`src/design/csle_pkg.sv`:
```
package csle_pkg;

   localparam logic [7:0] CHAR_QUOTE    = 8'h22;
   localparam logic [7:0] CHAR_NEWLINE  = 8'h0A;
   localparam logic [7:0] CHAR_BSLASH   = 8'h5C;
   localparam logic [7:0] CHAR_TAB      = 8'h09;
   localparam logic [7:0] CHAR_QMARK    = 8'h3F;
   localparam logic [7:0] CHAR_SPACE    = 8'h20;
   localparam logic [7:0] CHAR_TILDE    = 8'h7E;
   localparam logic [7:0] CHAR_ZERO     = 8'h30;
   localparam logic [7:0] CHAR_T        = 8'h74;
   localparam logic [7:0] CHAR_X        = 8'h78;
   localparam logic [7:0] OCTAL_ONE_MAX = 8'h07;

   localparam logic [7:0] LINE_LIMIT_RESET  = 8'd100;
   localparam logic [7:0] LINE_LENGTH_RESET = 8'd1;

   // Register index on the configuration port
   localparam logic REG_LINE_LIMIT = 1'b0;

   // One classified byte: its escape text plus the prefixes to emit first
   typedef struct packed {
      logic [3:0][7:0] text;
      logic [2:0]      text_len;
      logic            line_break;
      logic            quote_break;
   } job_type;

   typedef struct packed {
      logic full;
      logic empty;
   } q_status_type;

endpackage

```
`src/design/csle_stream_if.sv`:
```
interface csle_req_if;
   logic       valid;
   logic       ready;
   logic [7:0] in_byte;
   logic       start_of_stream;

   modport source (output valid, output in_byte, output start_of_stream, input ready);
   modport sink (input valid, input in_byte, input start_of_stream, output ready);
endinterface

interface csle_rsp_if;
   logic       valid;
   logic       ready;
   logic [7:0] out_char;
   logic       last_char;

   modport source (output valid, output out_char, output last_char, input ready);
   modport sink (input valid, input out_char, input last_char, output ready);
endinterface

```
`src/design/c_string_literal_escaper_core.sv`:
```
// A byte accepted on req_chan is written into the job queue; the back end then moves
//    its characters through its single output register onto rsp_chan, one per cycle
//    while rsp_chan is ready. A byte yields 1 to 7 characters; that register sets the rate.
// The front end accepts a new byte every cycle while the job queue has room.
// Reset (synchronous, active high): empty the queue, line length 1, numeric-escape
//    flag clear, line_limit 100.
module c_string_literal_escaper_core #(
   parameter int QUEUE_DEPTH = 2
) (
   input  logic        clock,
   input  logic        reset,
   csle_req_if.sink    req_chan,
   csle_rsp_if.source  rsp_chan,
   input  logic        psel,
   input  logic        penable,
   input  logic        pwrite,
   input  logic [2:0]  paddr,
   input  logic [31:0] pwdata,
   output logic [31:0] prdata,
   output logic        pready
);
   import csle_pkg::*;

   logic [7:0]   line_limit_ff, line_limit_in;
   logic         csr_write;
   logic         reg_sel;

   logic         push_valid;
   job_type      push_job;
   job_type      head_job;
   logic         pop;
   q_status_type q_status;

   // Configuration port: zero-wait APB, one register at index 0
   assign pready    = 1'b1;
   assign reg_sel   = (paddr[2] == REG_LINE_LIMIT);
   assign csr_write = psel && penable && pwrite && pready;

   always_comb begin
      line_limit_in = line_limit_ff;
      if (csr_write && reg_sel) begin
         line_limit_in = pwdata[7:0];
      end
   end

   always_ff @(posedge clock) begin
      if (reset) begin
         line_limit_ff <= LINE_LIMIT_RESET;
      end else begin
         line_limit_ff <= line_limit_in;
      end
   end

   // Read back the limit; addresses past the register list read zero
   assign prdata = reg_sel ? {24'b0, line_limit_ff} : 32'b0;

   // Front: accept, classify, track line length, push a job per transaction
   csle_front u_front (
      .clock      (clock),
      .reset      (reset),
      .req_chan   (req_chan),
      .line_limit (line_limit_ff),
      .q_status   (q_status),
      .push_valid (push_valid),
      .push_job   (push_job)
   );

   // Decouple classification from character output
   csle_queue #(
      .DEPTH (QUEUE_DEPTH)
   ) u_queue (
      .clock    (clock),
      .reset    (reset),
      .push     (push_valid),
      .push_job (push_job),
      .pop      (pop),
      .head_job (head_job),
      .q_status (q_status)
   );

   // Back: walk each job one character per cycle, while rsp_chan is not stalled, into the output register
   csle_back u_back (
      .clock    (clock),
      .reset    (reset),
      .head_job (head_job),
      .q_status (q_status),
      .pop      (pop),
      .rsp_chan (rsp_chan)
   );

endmodule

```
`src/design/csle_front.sv`:
```
module csle_front (
   input  logic                  clock,
   input  logic                  reset,
   csle_req_if.sink              req_chan,
   input  logic [7:0]            line_limit,
   input  csle_pkg::q_status_type q_status,
   output logic                  push_valid,
   output csle_pkg::job_type     push_job
);
   import csle_pkg::*;

   function automatic logic [7:0] hex_char(input logic [3:0] d);
      logic [7:0] r;
      if (d < 4'd10) begin
         r = CHAR_ZERO + {4'b0, d};
      end else begin
         r = 8'h41 + {4'b0, d} - 8'd10;
      end
      return r;
   endfunction

   function automatic logic is_hex_char(input logic [7:0] c);
      return (c >= 8'h30 && c <= 8'h39) || (c >= 8'h61 && c <= 8'h66) ||
             (c >= 8'h41 && c <= 8'h46);
   endfunction

   logic [7:0] line_length_ff, line_length_in;
   logic       after_num_ff, after_num_in;

   logic [7:0] b;
   logic [7:0] len_eff;
   logic       after_eff;
   logic       numeric;
   logic       qbreak;
   logic       lbreak;
   logic [8:0] sum;
   logic [3:0][7:0] text;
   logic [2:0] text_len;
   logic       accept;

   assign req_chan.ready = !q_status.full;
   assign accept = req_chan.valid && req_chan.ready;
   assign b = req_chan.in_byte;

   // Classify the byte into its escape text and work out the line and quote breaks
   always_comb begin
      len_eff   = req_chan.start_of_stream ? LINE_LENGTH_RESET : line_length_ff;
      after_eff = req_chan.start_of_stream ? 1'b0 : after_num_ff;
      text      = '0;
      numeric   = 1'b0;
      qbreak    = 1'b0;
      if (b == CHAR_BSLASH || b == CHAR_TAB || b == CHAR_QMARK) begin
         text[0]  = CHAR_BSLASH;
         text[1]  = (b == CHAR_TAB) ? CHAR_T : b;
         text_len = 3'd2;
      end else if (b < CHAR_SPACE || b == CHAR_QUOTE) begin
         text[0] = CHAR_BSLASH;
         numeric = 1'b1;
         if (b <= OCTAL_ONE_MAX) begin
            text[1]  = CHAR_ZERO + {5'b0, b[2:0]};
            text_len = 3'd2;
         end else begin
            text[1]  = CHAR_ZERO + {5'b0, b[5:3]};
            text[2]  = CHAR_ZERO + {5'b0, b[2:0]};
            text_len = 3'd3;
         end
      end else if (b > CHAR_TILDE) begin
         text[0]  = CHAR_BSLASH;
         text[1]  = CHAR_X;
         text[2]  = hex_char(b[7:4]);
         text[3]  = hex_char(b[3:0]);
         text_len = 3'd4;
         numeric  = 1'b1;
      end else begin
         text[0]  = b;
         text_len = 3'd1;
         qbreak   = after_eff && is_hex_char(b);
      end

      sum    = {1'b0, len_eff} + {6'b0, text_len} + (qbreak ? 9'd2 : 9'd0);
      lbreak = (sum >= {1'b0, line_limit});
      if (lbreak) begin
         qbreak = 1'b0;
         sum    = 9'd1 + {6'b0, text_len};
      end
      line_length_in = accept ? sum[7:0] : line_length_ff;
      after_num_in   = accept ? numeric : after_num_ff;
   end

   assign push_valid           = accept;
   assign push_job.text        = text;
   assign push_job.text_len    = text_len;
   assign push_job.line_break  = lbreak;
   assign push_job.quote_break = qbreak;

   always_ff @(posedge clock) begin
      if (reset) begin
         line_length_ff <= LINE_LENGTH_RESET;
         after_num_ff   <= 1'b0;
      end else begin
         line_length_ff <= line_length_in;
         after_num_ff   <= after_num_in;
      end
   end

   a_length_nonzero: assert property (@(posedge clock) disable iff (reset)
      line_length_ff != 8'd0)
      else $error("line length dropped to zero");

endmodule

```
`src/design/csle_queue.sv`:
```
module csle_queue #(
   parameter int DEPTH = 2
) (
   input  logic                   clock,
   input  logic                   reset,
   input  logic                   push,
   input  csle_pkg::job_type      push_job,
   input  logic                   pop,
   output csle_pkg::job_type      head_job,
   output csle_pkg::q_status_type q_status
);
   import csle_pkg::*;

   localparam int PTR_W = (DEPTH > 1) ? $clog2(DEPTH) : 1;
   localparam int CNT_W = $clog2(DEPTH + 1);
   localparam logic [PTR_W-1:0] LAST_PTR = PTR_W'(DEPTH - 1);
   localparam logic [CNT_W-1:0] FULL_CNT = CNT_W'(DEPTH);

   job_type          entry_ff [DEPTH];
   logic [PTR_W-1:0] wr_ptr_ff, wr_ptr_in;
   logic [PTR_W-1:0] rd_ptr_ff, rd_ptr_in;
   logic [CNT_W-1:0] count_ff, count_in;

   always_comb begin
      wr_ptr_in = wr_ptr_ff;
      rd_ptr_in = rd_ptr_ff;
      count_in  = count_ff;
      if (push) begin
         wr_ptr_in = (wr_ptr_ff == LAST_PTR) ? '0 : wr_ptr_ff + 1'b1;
      end
      if (pop) begin
         rd_ptr_in = (rd_ptr_ff == LAST_PTR) ? '0 : rd_ptr_ff + 1'b1;
      end
      if (push && !pop) begin
         count_in = count_ff + 1'b1;
      end else if (pop && !push) begin
         count_in = count_ff - 1'b1;
      end
   end

   always_ff @(posedge clock) begin
      if (reset) begin
         wr_ptr_ff <= '0;
         rd_ptr_ff <= '0;
         count_ff  <= '0;
      end else begin
         wr_ptr_ff <= wr_ptr_in;
         rd_ptr_ff <= rd_ptr_in;
         count_ff  <= count_in;
      end
   end

   always_ff @(posedge clock) begin
      if (push) begin
         entry_ff[wr_ptr_ff] <= push_job;
      end
   end

   assign head_job       = entry_ff[rd_ptr_ff];
   assign q_status.full  = (count_ff == FULL_CNT);
   assign q_status.empty = (count_ff == '0);

   a_count_bound: assert property (@(posedge clock) disable iff (reset)
      count_ff <= FULL_CNT)
      else $error("queue count beyond depth");

   a_no_overflow: assert property (@(posedge clock) disable iff (reset)
      push |-> (!q_status.full || pop))
      else $error("push into full queue");

   a_no_underflow: assert property (@(posedge clock) disable iff (reset)
      pop |-> !q_status.empty)
      else $error("pop from empty queue");

endmodule

```
`src/design/csle_back.sv`:
```
module csle_back (
   input  logic                   clock,
   input  logic                   reset,
   input  csle_pkg::job_type      head_job,
   input  csle_pkg::q_status_type q_status,
   output logic                   pop,
   csle_rsp_if.source             rsp_chan
);
   import csle_pkg::*;

   logic [2:0] idx_ff, idx_in;
   logic       rsp_valid_ff, rsp_valid_in;
   logic [7:0] rsp_char_ff, rsp_char_in;
   logic       rsp_last_ff, rsp_last_in;

   logic [2:0] pre_len;
   logic [2:0] total_len;
   logic [2:0] text_idx;
   logic [7:0] cur_char;
   logic       cur_last;
   logic       out_free;
   logic       emit;

   // Sequence: optional quote-newline-quote, optional "", then the text
   always_comb begin
      pre_len   = head_job.line_break ? 3'd3 : (head_job.quote_break ? 3'd2 : 3'd0);
      total_len = pre_len + head_job.text_len;
      text_idx  = idx_ff - pre_len;
      if (idx_ff < pre_len) begin
         cur_char = (head_job.line_break && idx_ff == 3'd1) ? CHAR_NEWLINE : CHAR_QUOTE;
      end else begin
         cur_char = head_job.text[text_idx[1:0]];
      end
      cur_last = (idx_ff == total_len - 3'd1);
   end

   assign out_free = !rsp_valid_ff || rsp_chan.ready;
   assign emit     = out_free && !q_status.empty;
   assign pop      = emit && cur_last;

   always_comb begin
      idx_in       = idx_ff;
      rsp_char_in  = rsp_char_ff;
      rsp_last_in  = rsp_last_ff;
      rsp_valid_in = rsp_valid_ff && !rsp_chan.ready;
      if (emit) begin
         idx_in       = cur_last ? 3'd0 : idx_ff + 3'd1;
         rsp_char_in  = cur_char;
         rsp_last_in  = cur_last;
         rsp_valid_in = 1'b1;
      end
   end

   always_ff @(posedge clock) begin
      if (reset) begin
         idx_ff       <= 3'd0;
         rsp_valid_ff <= 1'b0;
      end else begin
         idx_ff       <= idx_in;
         rsp_valid_ff <= rsp_valid_in;
      end
   end

   always_ff @(posedge clock) begin
      rsp_char_ff <= rsp_char_in;
      rsp_last_ff <= rsp_last_in;
   end

   assign rsp_chan.valid     = rsp_valid_ff;
   assign rsp_chan.out_char  = rsp_char_ff;
   assign rsp_chan.last_char = rsp_last_ff;

   a_idx_bound: assert property (@(posedge clock) disable iff (reset)
      !q_status.empty |-> (idx_ff < total_len))
      else $error("character index past end of transaction text");

endmodule

```
`src/flat_wrapper.sv`:
```
// flat-port wrapper written by rule: the top's interface ports become plain ports
module c_string_literal_escaper_core_flat import csle_pkg::*;
#(
   parameter int QUEUE_DEPTH = 2
)
  (clock, reset, psel, penable, pwrite, paddr, pwdata, prdata, pready, req_chan_valid, req_chan_in_byte, req_chan_start_of_stream, req_chan_ready, rsp_chan_valid, rsp_chan_out_char, rsp_chan_last_char, rsp_chan_ready);
  csle_req_if req_chan_i ();
  csle_rsp_if rsp_chan_i ();
  input  logic clock;
  input  logic reset;
  input  logic psel;
  input  logic penable;
  input  logic pwrite;
  input  logic [2:0] paddr;
  input  logic [31:0] pwdata;
  output logic [31:0] prdata;
  output logic pready;
  input wire logic [$bits(req_chan_i.valid)-1:0] req_chan_valid;
  input wire logic [$bits(req_chan_i.in_byte)-1:0] req_chan_in_byte;
  input wire logic [$bits(req_chan_i.start_of_stream)-1:0] req_chan_start_of_stream;
  output wire logic [$bits(req_chan_i.ready)-1:0] req_chan_ready;
  output wire logic [$bits(rsp_chan_i.valid)-1:0] rsp_chan_valid;
  output wire logic [$bits(rsp_chan_i.out_char)-1:0] rsp_chan_out_char;
  output wire logic [$bits(rsp_chan_i.last_char)-1:0] rsp_chan_last_char;
  input wire logic [$bits(rsp_chan_i.ready)-1:0] rsp_chan_ready;
  assign req_chan_i.valid = req_chan_valid;
  assign req_chan_i.in_byte = req_chan_in_byte;
  assign req_chan_i.start_of_stream = req_chan_start_of_stream;
  assign req_chan_ready = req_chan_i.ready;
  assign rsp_chan_valid = rsp_chan_i.valid;
  assign rsp_chan_out_char = rsp_chan_i.out_char;
  assign rsp_chan_last_char = rsp_chan_i.last_char;
  assign rsp_chan_i.ready = rsp_chan_ready;
  c_string_literal_escaper_core #(.QUEUE_DEPTH(QUEUE_DEPTH)) u_core (.clock(clock), .reset(reset), .req_chan(req_chan_i), .rsp_chan(rsp_chan_i), .psel(psel), .penable(penable), .pwrite(pwrite), .paddr(paddr), .pwdata(pwdata), .prdata(prdata), .pready(pready));
endmodule
```
`config.mk`:
```
export PLATFORM = sky130hd
export DESIGN_NAME = c_string_literal_escaper_core_flat
export DESIGN_NICKNAME = d
export VERILOG_FILES = /design/src/design/csle_pkg.sv /design/src/design/csle_stream_if.sv /design/src/design/c_string_literal_escaper_core.sv /design/src/design/csle_front.sv /design/src/design/csle_queue.sv /design/src/design/csle_back.sv /design/src/flat_wrapper.sv
export SDC_FILE = /design/constraint.sdc
export NUM_CORES = 1
export LEC_CHECK = 0
export BUFFER_PORTS_ARGS = -buffer_cell sky130_fd_sc_hd__buf_2
export CAP_MARGIN = 20
export CORE_MARGIN = 10
export CORE_UTILIZATION = 40
export CTS_CLUSTER_SIZE = 12
export DETAILED_ROUTE_END_ITERATION = 6
export GPL_ROUTABILITY_DRIVEN = 0
export PLACE_DENSITY = 0.73
export RECOVER_POWER = 25
export SETUP_SLACK_MARGIN = 0.05
export SYNTH_ARGS = -nofsm -noshare
export SYNTH_HDL_FRONTEND = slang
export SYNTH_SLANG_ARGS = --single-unit
```
`constraint.sdc`:
```
create_clock -name clock -period 5.05 [get_ports clock]
set_input_delay 0.2525 -clock clock [delete_from_list [all_inputs] [get_ports clock]]
set_output_delay 0.2525 -clock clock [all_outputs]
set_load 0.01 [all_outputs]
```
==> key figures <==
Yosys
  – Share of the synthesized area in the top cell type: 0.427
  – Post-synthesis cell count: 477
  – Post-synth top cells: edfxtp_1, nor2_1, nand2_1
  – Synthesis-stage register bit count: 105
  – Main combinational cell family by area after synthesis: simple AND/OR/NAND/NOR gates
  – Main synth FF type: edfxtp_1
  – Synthesis Warnings: 0
  – Count leader, synth: edfxtp_1
  – Post-synthesis adder-cell area fraction: 0.0793
  – Synth area leader: edfxtp_1
  – Number of flops mapped to enable cells by yosys: 79
  – Xor/xnor share of the synthesized area: 0.0293
  – Syn Area/Cell: 11.6 sq um
  – Mapped Area: 5550 sq um
  – Asr flop ratio synth: 0
  – Largest cells by area after synthesis: edfxtp_1, dfxtp_1, ha_1
  – Post-synth cell types: 62
  – Compound-Gate Fraction of Synth Area: 0.0947
  – Synth Area in Simple Gates: 0.130
  – Mux cell area share after synthesis: 0.0739
  – Register area share after synthesis: 0.521

STA
  – Hold Slack: 0.130 ns
  – Maximum clock frequency: 208 MHz
  – Period utilization: 0.952
  – Slew headroom: -0.351
  – Clock skew: 0.00701 ns
  – Endpoints failing setup: 0
  – Hold Fails Final Rpt: 0
  – Final worst-path setup slack: 0.242 ns
  – Slew Limit Fails: 36
  – Min Tclk post-route: 4.81 ns
  – Worst slew pin tran: 2.03 ns
  – RSZ-0062 raised after global routing: no

Worst hold path
  – Hold WC Path Type: in -> reg

Place
  – Number of I/O port buffers: 43
  – Dpl cells: 709
  – Area post-placement: 6040 sq um
  – Hpwl dp: 8450 um
  – Pre-CTS setup slack: -0.340 ns

CTS
  – Clock Tree Root: clkbuf_16
  – Max Root-Sink Buffers: 2
  – Later-pin clock latency in the skew report: 0.34 ns
  – CTS tree: done
  – H-tree levels: 3
  – CTS Sinks: 105
  – Num CTS Buffers: 9
  – Clock Pin Slew Worst Setup and Hold Paths: 0.07 ns

Floorplan
  – Site Rows: 42
  – Io pins: 95
  – Die height: 138 um
  – Die Width: 138 um
  – Initial Util: 0.414
  – Die area: 19000 sq um
  – Core Area: 13400 sq um

Global route
  – First-pass GRT wire length: 18600 um
  – Vias in the first global route: 3846
  – Largest net degree at the start of global routing: 36
  – Gr ovfl total: 0
  – Total track usage: 0.123
  – Initial antenna violation count: 0

Layout
  – # fillers: 1196
  – Ratio of cells with drive above 1 in the final layout: 0.187
  – N_diodes: 0
  – P&R area growth vs syn: 14.6%
  – Final non-filler cell total: 726
  – Layout Cell Area excl Fill: 6360 sq um
  – Nets: 630

Outcome
  – Status: complete, but fails checks
  – Violated checks: max-capacitance violations, max-slew violations

Critical path
  – Required @ worst endpoint: 5.27 ns
  – Arr. time, crit path: 5.03 ns
  – Startpoint types: input port
  – Setup CP Type: in -> reg
  – Worst-path fanout max: 4
  – CP Capture Type: register

Routing
  – Vias after detailed routing: 3750
  – DRT Pass-1 Iters: 6
  – Routed Wire Length: 11700 um
  – Final ANT Viol Nets: 0
  – Drc violations: 0
  – First-iteration detailed-routing DRC count: 303
  – Via-to-Cell Ratio: 5.17
  – Routed WL per cell: 16.1 um

Pwr
  – Max VDD drop: 0.186 mV
  – Leak: 2.48 nW
  – Total power: 2.80 mW
  – Cell Pwr Density: 440 nW/um^2

Run
  – Max-cap viol count: 1
-- critical path, stage by stage --
cell and delay [ns]:
buf_2 0.13, inv_1 0.07, ha_1 0.16, or4b_4 0.48, a211oi_2 0.20, nor3_1 0.07
a311oi_1 0.35, buf_4 0.18, nor3_1 0.06, fa_1 0.52, ha_1 0.18, inv_1 0.07
fa_2 0.35, nor2b_2 0.15, o21ai_1 0.09, xor2_1 0.16, nor2_1 0.17, ha_1 0.25
and3_1 0.20, a221oi_2 0.27, o21ai_2 0.10, nor2_4 0.13, buf_4 0.15, mux2i_1 0.19
a21oi_1 0.09
-- power by group --
group	total, mW	switching [mW]	internal, mW
sequential	1.19	0.0549	1.14
clock	0.741	0.305	0.436
combinational	0.865	0.495	0.370
-- logic make-up after synthesis --
logic type / after synthesis
and+or+nand+nor: 141
DFF: 105
AOI/OAI and AO/OA: 81
buffers and inverters: 76
adders and majority gates: 34
muxes: 22
xor gates and xnor gates: 16
other: 2
-- worst paths after layout --
check,start,end,slack [ns],cells after the start
hold reg to reg,u_core.u_front.line_length_ff[3]$_SDFFE_PP0P_,u_core.u_front.line_length_ff[3]$_SDFFE_PP0P_,0.46,2
setup / recovery,req_chan_in_byte[0],u_core.u_front.line_length_ff[1]$_SDFFE_PP0P_,0.24,25
setup reg to reg,u_core.u_front.after_num_ff$_SDFFE_PP0P_,u_core.u_front.line_length_ff[2]$_SDFFE_PP0P_,1.35,19
hold / removal,pwdata[5],u_core.line_limit_ff[5]$_SDFFE_PP1P_,0.13,3
-- cell type report --
cell class / instances / area (sq um) / share of cell area
clock buffers: 10 / 229 / 0.0360
clock inverters: 6 / 92.6 / 0.0146
inverters: 35 / 131 / 0.0206
multi-input cells: 323 / 2400 / 0.378
flip-flops and latches: 105 / 2890 / 0.455
well taps: 176 / 220 / 0.0346
repair buffers: 71 / 392 / 0.0616
-- flip-flops by register name (all words and copies together) (netlist names), named ones only --
| signal | flops |
|---|---|
| u_core.line_limit_ff | 8 |
| u_core.u_back.idx_ff | 3 |
| u_core.u_back.rsp_chan.last_char | 1 |
| u_core.u_back.rsp_chan.out_char | 8 |
| u_core.u_back.rsp_chan.valid | 1 |
| u_core.u_front.after_num_ff | 1 |
| u_core.u_front.line_length_ff | 8 |
| u_core.u_queue.count_ff | 2 |
| u_core.u_queue.entry_ff | 70 |
| u_core.u_queue.rd_ptr_ff | 1 |
| u_core.u_queue.wr_ptr_ff | 1 |
-- metrics by stage --
| stage | TNS [ns] | util |
|---|---|---|
| after floorplan | 0 | - |
| after global placement | -1.31 | 0.451 |
| after detailed placement | -3.22 | 0.451 |
| after CTS | 0 | 0.475 |
| after global routing | 0 | 0.475 |
| final | 0 | 0.475 |
-- layout by cell type (no fill, tap or decap), types with 3 or more instances in the layout --
cell type / n
xor2_1: 7
nand2b_1: 9
nand2_1: 36
ha_1: 32
o211ai_1: 4
buf_2: 22
nand3_1: 10
o21ai_0: 9
clkbuf_16: 9
and3_1: 5
o22ai_1: 5
buf_4: 26
dfxtp_1: 26
nor3_1: 8
a22o_1: 3
o21ai_1: 6
mux2i_1: 5
conb_1: 29
edfxtp_1: 79
o21a_1: 5
a211oi_1: 4
xnor2_1: 7
nor2b_1: 9
a21oi_1: 26
nor2_1: 37
clkbuf_1: 24
inv_1: 33
or3_1: 3
mux4_2: 15
-- per-layer routing --
metal  track usage  share of wire
met5             0              0
met1         0.146           0.42
met3        0.0269          0.053
met4        0.0400          0.013
met2         0.214           0.52
-- repair_timing --
item                       CTS  global route
pin swaps                    0             4
gates resized for setup      2             6
setup endpoints to repair    4            12
setup buffers                0             1
hold buffers                 0             0
No activity file was read; power rests on OpenSTA's default activity.
